File: config.mk
export PLATFORM = sky130hd
export DESIGN_NAME = fragment_reassembly_tracker_unit
export DESIGN_NICKNAME = d
export VERILOG_FILES = /design/src/rtl/frt_pkg.sv /design/src/rtl/frt_cell.sv /design/src/rtl/frt_ctrl.sv /design/src/rtl/fragment_reassembly_tracker_unit.sv
export SDC_FILE = /design/constraint.sdc
export NUM_CORES = 2
export LEC_CHECK = 0
export ABC_AREA = 1
export ABC_CLOCK_PERIOD_IN_PS = 7900
export BUFFER_PORTS_ARGS = -buffer_cell sky130_fd_sc_hd__clkbuf_2
export CELL_PAD_IN_SITES_DETAIL_PLACEMENT = 0
export CELL_PAD_IN_SITES_GLOBAL_PLACEMENT = 1
export CORE_AREA = 2 2 417 419
export DETAILED_ROUTE_END_ITERATION = 16
export DIE_AREA = 0 0 419 421
export MAX_ROUTING_LAYER = met4
export PLACE_DENSITY = 0.75
export SYNTH_ARGS = -nofsm -noshare
export SYNTH_HDL_FRONTEND = slang
export SYNTH_SLANG_ARGS = --single-unit
File: constraint.sdc
create_clock -name clk -period 7.9 [get_ports clk]
set_input_delay 1.58 -clock clk [delete_from_list [all_inputs] [get_ports clk]]
set_output_delay 1.58 -clock clk [all_outputs]
set_load 0.1 [all_outputs]
File: src/rtl/frt_pkg.sv
// ----------------------------------------------------------------------------
// frt_pkg
// Shared types and constants of the fragment reassembly tracker.
// ----------------------------------------------------------------------------
package frt_pkg;

    localparam int SLOTS_DEF      = 16;
    localparam int MAX_BLOCKS_DEF = 32;

    localparam int SESSION_W = 16;
    localparam int COUNT_W   = 8;
    localparam int TOTAL_W   = 6;
    localparam int MASK_W    = 32;
    localparam int IDX_W     = 6;
    localparam int EXP_W     = 5;
    localparam int TTL_W     = 8;
    localparam int STATUS_W  = 3;
    localparam int SLOT_W    = 4;
    localparam int ADDR_W    = 9;

    localparam logic [TTL_W-1:0] TTL_RESET = 8'd2;

    localparam logic [STATUS_W-1:0] ST_STORED    = 3'd0;
    localparam logic [STATUS_W-1:0] ST_COMPLETE  = 3'd1;
    localparam logic [STATUS_W-1:0] ST_FULL      = 3'd2;
    localparam logic [STATUS_W-1:0] ST_MALFORMED = 3'd3;
    localparam logic [STATUS_W-1:0] ST_TICK      = 3'd4;

    localparam logic OP_BLOCK = 1'b0;
    localparam logic OP_TICK  = 1'b1;

    typedef enum logic [1:0] {
        S_IDLE,
        S_RUN,
        S_DONE
    } ctrl_state_t;

    typedef struct packed {
        logic                 op;
        logic [SESSION_W-1:0] session;
        logic [COUNT_W-1:0]   block_total;
        logic [COUNT_W-1:0]   block_index;
    } in_word_t;

    typedef struct packed {
        logic [STATUS_W-1:0] status;
        logic [SLOT_W-1:0]   slot;
        logic [ADDR_W-1:0]   store_address;
        logic [EXP_W-1:0]    expired_count;
    } out_word_t;

    // request token walking down the row of slot cells
    typedef struct packed {
        logic                 valid;
        logic                 op;
        logic [SESSION_W-1:0] session;
        logic [COUNT_W-1:0]   total;
        logic [COUNT_W-1:0]   index;
        logic                 found;
        logic [IDX_W-1:0]     match_idx;
        logic [TOTAL_W-1:0]   found_total;
        logic [MASK_W-1:0]    found_mask;
        logic                 spare;
        logic [IDX_W-1:0]     spare_idx;
        logic [EXP_W-1:0]     expired;
    } tok_t;

    // slot update broadcast from the controller
    typedef struct packed {
        logic                 en;
        logic [IDX_W-1:0]     idx;
        logic                 used;
        logic [SESSION_W-1:0] session;
        logic [TOTAL_W-1:0]   total;
        logic [MASK_W-1:0]    mask;
        logic [TTL_W-1:0]     ttl;
    } wr_t;

endpackage

File: src/rtl/frt_cell.sv
// ----------------------------------------------------------------------------
// frt_cell
// One session slot: holds its state, inspects the passing token and
// forwards it to the next cell through its token register.
// ----------------------------------------------------------------------------
module frt_cell
    import frt_pkg::*;
#(
    parameter int SLOT_ID = 0
)
(
    input  logic clk,
    input  logic rst_n,
    input  tok_t tok_in,
    input  wr_t  wr,
    output tok_t tok_out
);

    logic                 used_reg;
    logic                 used_next;
    logic [SESSION_W-1:0] session_reg;
    logic [SESSION_W-1:0] session_next;
    logic [TOTAL_W-1:0]   total_reg;
    logic [TOTAL_W-1:0]   total_next;
    logic [MASK_W-1:0]    mask_reg;
    logic [MASK_W-1:0]    mask_next;
    logic [TTL_W-1:0]     ttl_reg;
    logic [TTL_W-1:0]     ttl_next;
    tok_t                 tok_reg;
    tok_t                 tok_next;
    logic                 is_tick;
    logic                 is_block;

    assign is_tick  = tok_in.valid && (tok_in.op == OP_TICK);
    assign is_block = tok_in.valid && (tok_in.op == OP_BLOCK);

    always_comb
    begin
        tok_next     = tok_in;
        used_next    = used_reg;
        session_next = session_reg;
        total_next   = total_reg;
        mask_next    = mask_reg;
        ttl_next     = ttl_reg;
        if (is_block)
        begin
            if (used_reg && !tok_in.found && (session_reg == tok_in.session))
            begin
                tok_next.found       = 1'b1;
                tok_next.match_idx   = IDX_W'(SLOT_ID);
                tok_next.found_total = total_reg;
                tok_next.found_mask  = mask_reg;
            end
            if (!used_reg && !tok_in.spare)
            begin
                tok_next.spare     = 1'b1;
                tok_next.spare_idx = IDX_W'(SLOT_ID);
            end
        end
        if (is_tick && used_reg)
        begin
            if (ttl_reg == '0)
            begin
                used_next = 1'b0;
                if (tok_in.expired != '1)
                begin
                    tok_next.expired = tok_in.expired + EXP_W'(1);
                end
            end
            else
            begin
                ttl_next = ttl_reg - TTL_W'(1);
            end
        end
        else if (wr.en && (wr.idx == IDX_W'(SLOT_ID)))
        begin
            used_next    = wr.used;
            session_next = wr.session;
            total_next   = wr.total;
            mask_next    = wr.mask;
            ttl_next     = wr.ttl;
        end
    end

    always_ff @(posedge clk or negedge rst_n)
    begin
        if (!rst_n)
        begin
            used_reg <= 1'b0;
            tok_reg  <= '0;
        end
        else
        begin
            used_reg <= used_next;
            tok_reg  <= tok_next;
        end
    end

    always_ff @(posedge clk)
    begin
        session_reg <= session_next;
        total_reg   <= total_next;
        mask_reg    <= mask_next;
        ttl_reg     <= ttl_next;
    end

    assign tok_out = tok_reg;

endmodule

File: src/rtl/frt_ctrl.sv
// ----------------------------------------------------------------------------
// frt_ctrl
// Launches tokens into the cell row, decides each item once its token has
// passed every slot, broadcasts the slot update and holds the result.
// ----------------------------------------------------------------------------
module frt_ctrl
    import frt_pkg::*;
#(
    parameter int MAX_BLOCKS = MAX_BLOCKS_DEF
)
(
    input  logic      clk,
    input  logic      rst_n,
    input  logic      in_valid,
    output logic      in_ready,
    input  in_word_t  in_word,
    output logic      out_valid,
    input  logic      out_ready,
    output out_word_t out_word,
    input  logic      cfg_valid,
    output logic      cfg_ready,
    input  logic [TTL_W-1:0] cfg_data,
    output tok_t      tok_first,
    input  tok_t      tok_last,
    output wr_t       wr
);

    localparam int MUL_W = 13;

    ctrl_state_t      state_reg;
    ctrl_state_t      state_next;
    tok_t             hold_reg;
    logic [TTL_W-1:0] ttl_reload_reg;
    logic             out_valid_reg;
    logic             out_valid_next;
    out_word_t        out_reg;
    out_word_t        out_next;
    logic             load;
    logic             malformed;
    logic [IDX_W-1:0] tgt;
    logic [TOTAL_W-1:0] tot;
    logic [MASK_W-1:0]  new_mask;
    logic [MASK_W:0]    full;
    logic               complete;
    logic [MUL_W-1:0]   addr;

    assign cfg_ready = 1'b1;
    assign in_ready  = (state_reg == S_IDLE);

    always_comb
    begin
        tok_first             = '0;
        tok_first.valid       = in_valid && in_ready;
        tok_first.op          = in_word.op;
        tok_first.session     = in_word.session;
        tok_first.total       = in_word.block_total;
        tok_first.index       = in_word.block_index;
    end

    assign malformed = (hold_reg.session == '0) || (hold_reg.total == '0)
                    || (hold_reg.total > COUNT_W'(MAX_BLOCKS))
                    || (hold_reg.index >= hold_reg.total);
    assign tgt       = hold_reg.found ? hold_reg.match_idx : hold_reg.spare_idx;
    assign tot       = hold_reg.found ? hold_reg.found_total
                                      : hold_reg.total[TOTAL_W-1:0];
    assign new_mask  = (hold_reg.found ? hold_reg.found_mask : '0)
                     | (MASK_W'(1) << hold_reg.index[4:0]);
    assign full      = ({{MASK_W{1'b0}}, 1'b1} << tot) - (MASK_W+1)'(1);
    assign complete  = (new_mask == full[MASK_W-1:0]);
    assign addr      = MUL_W'(tgt) * MUL_W'(MAX_BLOCKS) + MUL_W'(hold_reg.index);

    always_comb
    begin
        state_next     = state_reg;
        load           = 1'b0;
        out_next       = out_reg;
        wr             = '0;
        case (state_reg)
            S_IDLE:
            begin
                if (in_valid)
                begin
                    state_next = S_RUN;
                end
            end
            S_RUN:
            begin
                if (tok_last.valid)
                begin
                    state_next = S_DONE;
                end
            end
            S_DONE:
            begin
                if (!out_valid_reg || out_ready)
                begin
                    load       = 1'b1;
                    state_next = S_IDLE;
                    out_next   = '0;
                    if (hold_reg.op == OP_TICK)
                    begin
                        out_next.status        = ST_TICK;
                        out_next.expired_count = hold_reg.expired;
                    end
                    else if (malformed)
                    begin
                        out_next.status = ST_MALFORMED;
                    end
                    else if (!hold_reg.found && !hold_reg.spare)
                    begin
                        out_next.status = ST_FULL;
                    end
                    else if (hold_reg.found
                             && (hold_reg.index >= COUNT_W'(hold_reg.found_total)))
                    begin
                        out_next.status = ST_MALFORMED;
                    end
                    else
                    begin
                        out_next.status        = complete ? ST_COMPLETE : ST_STORED;
                        out_next.slot          = tgt[SLOT_W-1:0];
                        out_next.store_address = addr[ADDR_W-1:0];
                        wr.en      = 1'b1;
                        wr.idx     = tgt;
                        wr.used    = !complete;
                        wr.session = hold_reg.session;
                        wr.total   = tot;
                        wr.mask    = complete ? '0 : new_mask;
                        wr.ttl     = ttl_reload_reg;
                    end
                end
            end
            default:
            begin
                state_next = S_IDLE;
            end
        endcase
        out_valid_next = (out_valid_reg && !out_ready) || load;
    end

    always_ff @(posedge clk or negedge rst_n)
    begin
        if (!rst_n)
        begin
            state_reg      <= S_IDLE;
            out_valid_reg  <= 1'b0;
            ttl_reload_reg <= TTL_RESET;
        end
        else
        begin
            state_reg     <= state_next;
            out_valid_reg <= out_valid_next;
            if (cfg_valid && cfg_ready)
            begin
                ttl_reload_reg <= cfg_data;
            end
        end
    end

    always_ff @(posedge clk)
    begin
        out_reg <= out_next;
        if ((state_reg == S_RUN) && tok_last.valid)
        begin
            hold_reg <= tok_last;
        end
    end

    assign out_valid = out_valid_reg;
    assign out_word  = out_reg;

endmodule

File: src/rtl/fragment_reassembly_tracker_unit.sv
// ----------------------------------------------------------------------------
// fragment_reassembly_tracker_unit
// Session slot table for multi-block message reassembly.
// ----------------------------------------------------------------------------
// Input words (in_valid/in_ready, in_word) are either a block arrival or an
// aging tick; each gives exactly one result word on out_valid/out_ready.
// cfg_valid/cfg_data writes ttl_reload; cfg_ready is always high.
// One word is in flight at a time. Its token walks the row of SLOTS slot
// cells, one cell per cycle, collecting the matching slot, the first free
// slot and the expiry count; a last step decides and updates the slot.
// in_ready is high again once the result sits in the output register, so
// the next word starts while it waits.
// If the receiver stalls, the finished token is held before the decision
// and no further word is taken until the output register is free.
// Reset frees every slot, clears the output and sets ttl_reload to 2.
// ----------------------------------------------------------------------------
module fragment_reassembly_tracker_unit
    import frt_pkg::*;
#(
    parameter int SLOTS      = SLOTS_DEF,
    parameter int MAX_BLOCKS = MAX_BLOCKS_DEF
)
(
    input  logic             clk,
    input  logic             rst_n,
    input  logic             in_valid,
    output logic             in_ready,
    input  in_word_t         in_word,
    output logic             out_valid,
    input  logic             out_ready,
    output out_word_t        out_word,
    input  logic             cfg_valid,
    output logic             cfg_ready,
    input  logic [TTL_W-1:0] cfg_data
);

    tok_t tok_chain [SLOTS+1];
    wr_t  wr;

    frt_ctrl #(
        .MAX_BLOCKS (MAX_BLOCKS)
    ) u_ctrl (
        .clk       (clk),
        .rst_n     (rst_n),
        .in_valid  (in_valid),
        .in_ready  (in_ready),
        .in_word   (in_word),
        .out_valid (out_valid),
        .out_ready (out_ready),
        .out_word  (out_word),
        .cfg_valid (cfg_valid),
        .cfg_ready (cfg_ready),
        .cfg_data  (cfg_data),
        .tok_first (tok_chain[0]),
        .tok_last  (tok_chain[SLOTS]),
        .wr        (wr)
    );

    for (genvar i = 0; i < SLOTS; i++)
    begin : g_cell
        frt_cell #(
            .SLOT_ID (i)
        ) u_cell (
            .clk     (clk),
            .rst_n   (rst_n),
            .tok_in  (tok_chain[i]),
            .wr      (wr),
            .tok_out (tok_chain[i+1])
        );
    end

`ifndef ASSERT_OFF
    a_one_in_flight: assert property (@(posedge clk) disable iff (!rst_n)
        (in_valid && in_ready) |=> !in_ready)
        else $error("second word accepted while one is in flight");

    a_result_after_work: assert property (@(posedge clk) disable iff (!rst_n)
        $rose(out_valid) |-> $past(!in_ready))
        else $error("result appeared with no word in flight");

    a_tick_fields: assert property (@(posedge clk) disable iff (!rst_n)
        (out_valid && (out_word.status == ST_TICK))
            |-> ((out_word.slot == '0) && (out_word.store_address == '0)))
        else $error("tick result carries a slot or address");

    a_drop_fields: assert property (@(posedge clk) disable iff (!rst_n)
        (out_valid && ((out_word.status == ST_FULL) || (out_word.status == ST_MALFORMED)))
            |-> ((out_word.slot == '0) && (out_word.expired_count == '0)))
        else $error("dropped block result carries a slot or count");
`endif

endmodule

# Yosys cells after proc, flatten, opt, wreduce, memory -nomap -nowiden
# Cells that the tools add are included.
[totals] wordCells=913 register_bits=2586
[classes] n_eq_ne=84 mux=211 order_cmp=3 bitwise=33 n_reduce_logical=257 n_shift=2 n_addsub=33
[op_table] op="52-bit 2-to-1 mux" count=16
[op_table] op="45-bit 2-to-1 mux" count=16
[op_table] op="70-bit 2-to-1 mux" count=6
[op_table] op="8-bit 2-to-1 mux" count=48
[op_table] op="16-bit equality test" count=16
[op_table] op="5-bit 2-to-1 mux" count=46
[op_table] op="8-bit logical NOT" count=17
[op_table] op="8-bit by 1-bit subtractor with 8-bit output (second input constant)" count=16
[op_table] op="1-bit logical AND" count=115
[op_table] op="7-bit 2-to-1 mux" count=16
[op_table] op="2-bit AND reduction" count=49
[op_table] op="5-bit by 1-bit adder with 5-bit output (second input constant)" count=15
[op_table] op="5-bit != test (second input constant)" count=15
[op_table] op="2-bit != test (second input constant)" count=33
[op_table] op="32-bit 2-to-1 mux" count=2
[op_table] op="1-bit 2-to-1 mux" count=52
[op_table] op="1-bit logical NOT" count=50
[op_table] op="6-bit by 4-bit equality test with 1-bit output (second input constant)" count=8
[op_table] op="32-bit equality test" count=1
[op_table] op="1-bit inverter" count=32
[op_table] op="32-bit bitwise OR" count=1
[op_table] op="2-bit nonzero test" count=16
[op_table] op="1-bit by 5-bit left shift with 32-bit output (first input constant)" count=1
[op_table] op="1-bit by 6-bit left shift with 32-bit output (first input constant)" count=1
[op_table] op="21 further kinds" count=35

# Logic depth before layout (Yosys ltp)
[logic_depth] word_depth=15 mapped_depth=24 depth_no_buf=22

# Cells and area by module
# From an unflattened synthesis, not the netlist that was laid out.
[unflattened] cells_unflattened=8530 hier_area_um2=99051.2
[by_module_without_submodules] mod="frt_cell at g_cell[2].u_cell ..." area_each_um2=5716.7 instances=3 cells_per_inst=478
[by_module_without_submodules] mod="frt_cell at g_cell[5].u_cell ..." area_each_um2=5713.0 instances=3 cells_per_inst=478
[by_module_without_submodules] mod="frt_cell at g_cell[11].u_cell ..." area_each_um2=5670.4 instances=3 cells_per_inst=464
[by_module_without_submodules] mod="frt_ctrl" area_each_um2=7973.9 instances=1 cells_per_inst=990
[by_module_without_submodules] mod="frt_cell at g_cell[3].u_cell" area_each_um2=5703.0 instances=1 cells_per_inst=476
[by_module_without_submodules] mod="frt_cell at g_cell[7].u_cell" area_each_um2=5703.0 instances=1 cells_per_inst=475
[by_module_without_submodules] mod="frt_cell at g_cell[0].u_cell" area_each_um2=5680.4 instances=1 cells_per_inst=469
[by_module_without_submodules] mod="frt_cell at g_cell[1].u_cell" area_each_um2=5679.2 instances=1 cells_per_inst=467
[by_module_without_submodules] mod="frt_cell at g_cell[10].u_cell" area_each_um2=5675.4 instances=1 cells_per_inst=466
[by_module_without_submodules] mod="frt_cell at g_cell[12].u_cell" area_each_um2=5670.4 instances=1 cells_per_inst=465
[by_module_without_submodules] mod="frt_cell at g_cell[15].u_cell" area_each_um2=5665.4 instances=1 cells_per_inst=462

# Worst setup path after synthesis
# Ideal clock, no wire load.
[synth_path] path_type="in2reg" from="input port out_ready" to="register g_cell[0].u_cell.ttl_reg[0] (enable)" path_slack_ns=0.385 t_required_ns=7.571 cell_stages=6 arrival_ns=7.186 setup_ns=0.329 path_cell_list="nor2_1 > nor2_1 > nand2_1 > clkbuf_1 > nor3_1 > a21o_1"
[synth_between] elab_chain_cells=7
[synth_rtl] element="start, declared" line_no="fragment_reassembly_tracker_unit.sv:30" text="input logic out_ready,"
[synth_rtl] element="1-bit logical OR (*)" line_no="frt_ctrl.sv:95" text="if (!out_valid_reg || out_ready)"
[synth_rtl] element="70-bit 2-to-1 mux (*)" line_no="frt_ctrl.sv:95"
[synth_rtl] element="70-bit 2-to-1 mux (*)" line_no="frt_ctrl.sv:78" text="case (state_reg)"
[synth_rtl] element="6-bit logical NOT" line_no="frt_cell.sv:75" text="else if (wr.en && (wr.idx == IDX_W'(SLOT_ID)))"
[synth_rtl] element="1-bit logical AND (*)" line_no="frt_cell.sv:75"
[synth_rtl] element="2-bit nonzero test (no line) (*)"
[synth_rtl] element="2-bit AND reduction (no line) (*)"
[synth_rtl] element="end signal, assigned" line_no="frt_cell.sv:104" text="ttl_reg <= ttl_next;"
[synth_rtl] element="end, declared" line_no="frt_cell.sv:27" text="logic [TTL_W-1:0] ttl_reg;"
# Mark *: on every way between the ends. The rest lies on a longest branch, timed or not.
# A chain may end at the register's enable or synchronous reset.

==> impl.org <==
** Placement
- Before CTS, the worst setup slack after placement is 2.14 ns.
- At the end of routability-driven placement, the weighted congestion stood at 0.888.
- After detailed placement, the total cell area comes to 92400 sq um.
- Buffers on Ports :: 68
- Placed Cells incl. Taps :: 9031
- Detailed placement ended at an HPWL of 116000 um.

** Route
- Initial DRC Count :: 3757
- First-pass DRT Iterations :: 5
- Via count :: 47.8k
- Count of nets left with antenna violations after detail routing :: 0
- Routed WL :: 178000 um
- After detailed routing, the number of vias per cell comes to 5.04.
- In the final routed layout, each cell accounts on average for 18.8 um.
- In the routed design, unresolved DRC markers number 0.

** Critical path
- Most common cell type on the critical path :: sky130_fd_sc_hd__nor2_1
- The slowest stage of the critical path belongs to the cell sky130_fd_sc_hd__nor2_1.
- In this run the critical register-to-register path is captured at g_cell[12].u_cell.mask_reg[20]$_DFFE_PP_.
- The number of buffers and inverters on the critical path is 3.
- Max FO, Critical Path :: 32
- Required time worst endpoint :: 8.35 ns
- The startpoint identified for the worst register-to-register timing path is u_ctrl.hold_reg[56]$_DFFE_PP_.
- The cell family contributing the most delay on the critical path is simple AND/OR/NAND/NOR gates.
- By startpoint and endpoint, the worst setup path is classified as flop to flop.
- The signal on the critical path passes through buf_4 > inv_2 > nand2_1 > nand2_2 > nor2_2 > nand3_1 > ha_1 > nand2_1 > nor2_1 > nand2_1 > inv_2 > nand2_2 > nor2_2 > nor2_1 > nor2_1 > nor2_1 > nand2_1 > nor2_1 > nand3_1 > nand2_2 > nor2_1.
- The worst register-to-register path has a setup slack of 2.17 ns.
- Endpoint type of the worst setup path :: flop
- STA classifies the critical path startpoint as a flop.
- For the worst setup path, the data arrival time is 6.17 ns.
- CP max stage delay :: 1.14 ns
- Counting cells, the worst reg-to-reg path comes to 21.

** Logic synthesis
- Synthesized-area fraction occupied by adder cells :: 0.00937
- The compound-cell area share of the yosys netlist is 0.0407.
- After synthesis, the share of flip-flops with an asynchronous set or reset is 0.556.
- Yosys printed 0 warnings.
- Number of flip-flops and latches in the synthesized netlist :: 2478
- Dominant register cell in the synthesized netlist :: sky130_fd_sc_hd__dfrtp_1
- Synthesized-area fraction occupied by xor and xnor cells :: 0.0185
- A synthesized cell averages 13.3 sq um.
- Counting distinct cell types in the post-synthesis netlist gives 60.
- Largest family of logic cells by synthesized area :: simple AND/OR/NAND/NOR gates
- The number of nets in the synthesized netlist is 6816.
- Area of the mapped netlist :: 88900 sq um
- Synthesis produced a netlist whose cell count is 6704.
- Yosys mapped a number of flops with a built-in enable equal to 1099.
- Measured against the total synthesized area, the mux share comes to 0.0308.
- Fraction of the mapped netlist area in simple logic gates :: 0.100
- The share of the Yosys chip area taken by registers is 0.759.

** Pwr
- Pleak :: 45.7 nW
- Worst vdd rail ir drop :: 0.191 mV
- For this design the ratio of total power to cell area is 264 nW/um^2.

** CTS
- Root buffer cell :: sky130_fd_sc_hd__clkbuf_16
- TritonCTS clock tree :: built
- CTS clk-pin slew, worst paths :: 0.06 ns
- Bufs on Longest Clock Path :: 3
- PostCTS Resize Cnt :: 0
- Number of sinks on the clock net :: 2478
- CTS built an H-tree with a depth of 4.
- For the worst-skew pair, the clock arrives at the later sink with an insertion delay of 0.87 ns.
- Setup Buffers After CTS :: 0
- Hold-fix buffers, CTS :: 0
- Number of clock buffers inserted by TritonCTS :: 235

** Cells and area
- Once layout is complete, the cells apart from fillers number 9487.
- The finished cells cover 100000 sq um.
- From synthesis to final layout, the design area changed by 12.9%.
- Summing all multi-input logic gate instances after layout gives 17900 sq um.
- Of the cells placed in the final design, the portion with a size suffix greater than 1 is 0.126.
- Area occupied by registers :: 67500 sq um
- The register with the most flip-flops in the layout has 1352 of them.
- Filler Cells Inserted :: 13.5k
- In the final design database the tool counted 7055 nets.
- Measured on the finished design, the core utilization comes to 0.582.

** Min path
- Endpoint with the worst hold slack :: g_cell[13].u_cell.tok_out[71]$_DFF_PN0_
- In this run the most critical hold path is launched from g_cell[12].u_cell.tok_out[71]$_DFF_PN0_.
- Type of the tightest min-delay check :: flop to flop
- Along the worst hold path, the cell count comes to 0.

** Global route
- GRT Overall Usage :: 0.212
- First-pass GRT wire length :: 280000 um
- The number of global-route vias before repair came to 47.9k.
- Initial antenna violation count :: 6
- Entering global routing, the biggest net connects 164 pins.
- Remaining global-route overflow :: 0

** STA
- Final setup viols :: 0
- RSZ-0062 raised after global routing :: false
- Final setup TNS :: 0 ns
- Final worst-path cycle share :: 0.725
- For the finished layout, the period the worst path requires is 5.73 ns.
- Clock skew on the completed layout was measured at 0.0606 ns.
- Highest clock frequency the design can meet :: 0.175 GHz
- The count of final hold-check violations came to 0.
- The number of max-slew violations in the final report came to 0.
- Headroom to the max-slew limit :: 0.109
- Crit path setup slack, layout :: 2.17 ns
- Pin slew with the least headroom to its limit :: 1.32 ns

** Floorplanning
- The die is 419 um wide.
- During I/O placement, the number of pins put on the boundary was 70.
- Die area :: 176000 sq um
- Die boundary height :: 421 um
- For this configuration, the core starts out at a cell density of 0.515.
- In this run the standard cell core region covers 172000 sq um.
- The floorplan has 153 rows.

** Run status
- Outcome :: finished, final reports clean

** Run
- Maxcap violations :: 0
## Yosys cell counts (16+ instances only)
cell type,n,area share
sky130_fd_sc_hd__mux2_2,243,0.031
sky130_fd_sc_hd__nor2_2,18,0.0013
sky130_fd_sc_hd__nor4_1,40,0.0028
sky130_fd_sc_hd__a2111oi_0,16,0.0016
sky130_fd_sc_hd__a221oi_1,19,0.0019
sky130_fd_sc_hd__inv_1,787,0.033
sky130_fd_sc_hd__nand3_1,174,0.0098
sky130_fd_sc_hd__clkbuf_1,129,0.0054
sky130_fd_sc_hd__xor2_1,121,0.012
sky130_fd_sc_hd__dfrtp_1,1378,0.39
sky130_fd_sc_hd__o22ai_1,82,0.0058
sky130_fd_sc_hd__nand2_1,1367,0.058
sky130_fd_sc_hd__a21oi_1,48,0.0027
sky130_fd_sc_hd__nand4_1,52,0.0037
sky130_fd_sc_hd__xnor2_1,64,0.0063
sky130_fd_sc_hd__or2_2,39,0.0027
sky130_fd_sc_hd__edfxtp_1,1099,0.37
sky130_fd_sc_hd__ha_1,65,0.0091
sky130_fd_sc_hd__nor2_1,380,0.016
sky130_fd_sc_hd__o21ai_0,356,0.020
sky130_fd_sc_hd__o21bai_1,16,0.0014
sky130_fd_sc_hd__nor3_1,54,0.0030
## stage by stage
stage               hold slack (ns)  power (W)
detailed placement            0.335     0.0155
global route                  0.321     0.0275
CTS                           0.312     0.0268
floorplan                     0.331     0.0149
global placement              0.332     0.0155
finish                        0.304     0.0265
## layout by cell type (no fill, tap or decap), drive strengths merged, types with 6 or more instances in the layout
cell type / Yosys / routed
a2111oi: 16 / 16
a211oi: 9 / 9
a21boi: 10 / 10
a21oi: 48 / 48
a221o: 7 / 7
a221oi: 19 / 19
a22o: 11 / 11
a31oi: 7 / 7
buf: 23 / 87
bufinv: 0 / 17
clkbuf: 129 / 413
clkinv: 6 / 77
dfrtp: 1378 / 1378
diode: 0 / 7
edfxtp: 1099 / 1099
ha: 65 / 65
inv: 793 / 805
mux2: 243 / 243
nand2: 1374 / 1374
nand3: 178 / 178
nand3b: 11 / 11
nand4: 52 / 52
nor2: 401 / 401
nor3: 54 / 54
nor4: 40 / 40
nor4b: 6 / 6
o2111ai: 9 / 9
o211ai: 6 / 6
o21ai: 362 / 362
o21bai: 16 / 16
o22ai: 82 / 82
or2: 41 / 41
xnor2: 64 / 64
xor2: 121 / 121
## cells by family (layout without fill, tap and decap cells)
kind of cell / count (synthesis) / in the layout
AO/OA/AOI/OAI: 617 / 617
XOR/XNOR: 186 / 186
adder cells (fa/ha/maj): 66 / 66
buffers and inverters: 951 / 1402
flip-flops: 2478 / 2478
multiplexers: 243 / 243
other: 1 / 8
AND/OR/NAND/NOR: 2162 / 2162
## area by class of cell
class                   count  share of cell area
diodes                      7            0.000175
clock inverters           103              0.0112
multi-input cells        3275               0.178
flip-flops and latches   2478               0.673
clock buffers             346              0.0682
inverters                 799              0.0299
repair buffers            154              0.0107
well taps                2325              0.0290
## per-layer routing
| metal | up-vias | share of wire | track usage |
|---|---|---|---|
| met5 | - | 0 | - |
| met4 | 0 | 0.026 | 0.0610 |
| met3 | 318 | 0.044 | 0.0322 |
| met2 | 958 | 0.46 | 0.316 |
| met1 | 23800 | 0.47 | 0.306 |
| li1 | 22700 | - | - |
## worst max-delay path by stage
stage,from,end,depth (start not counted)
3_5_place_dp,u_ctrl.hold_reg[56]$_DFFE_PP_,g_cell[1].u_cell.mask_reg[0]$_DFFE_PP_,21
5_1_grt,u_ctrl.hold_reg[56]$_DFFE_PP_,g_cell[12].u_cell.mask_reg[2]$_DFFE_PP_,21
2_1_floorplan,out_ready,g_cell[0].u_cell.ttl_reg[0]$_DFFE_PP_,6
3_3_place_gp,u_ctrl.hold_reg[56]$_DFFE_PP_,g_cell[2].u_cell.mask_reg[0]$_DFFE_PP_,21
4_1_cts,u_ctrl.hold_reg[56]$_DFFE_PP_,g_cell[13].u_cell.mask_reg[0]$_DFFE_PP_,21
6_report,u_ctrl.hold_reg[56]$_DFFE_PP_,g_cell[12].u_cell.mask_reg[20]$_DFFE_PP_,21
## report_power, final
part / internal (W) / switching, W
logic: 0.000315 / 0.000865
registers: 0.0138 / 0.000218
clock network: 0.00657 / 0.00472
total: 0.0207 / 0.00581
Note: power is estimated with default switching activity, not from simulation.
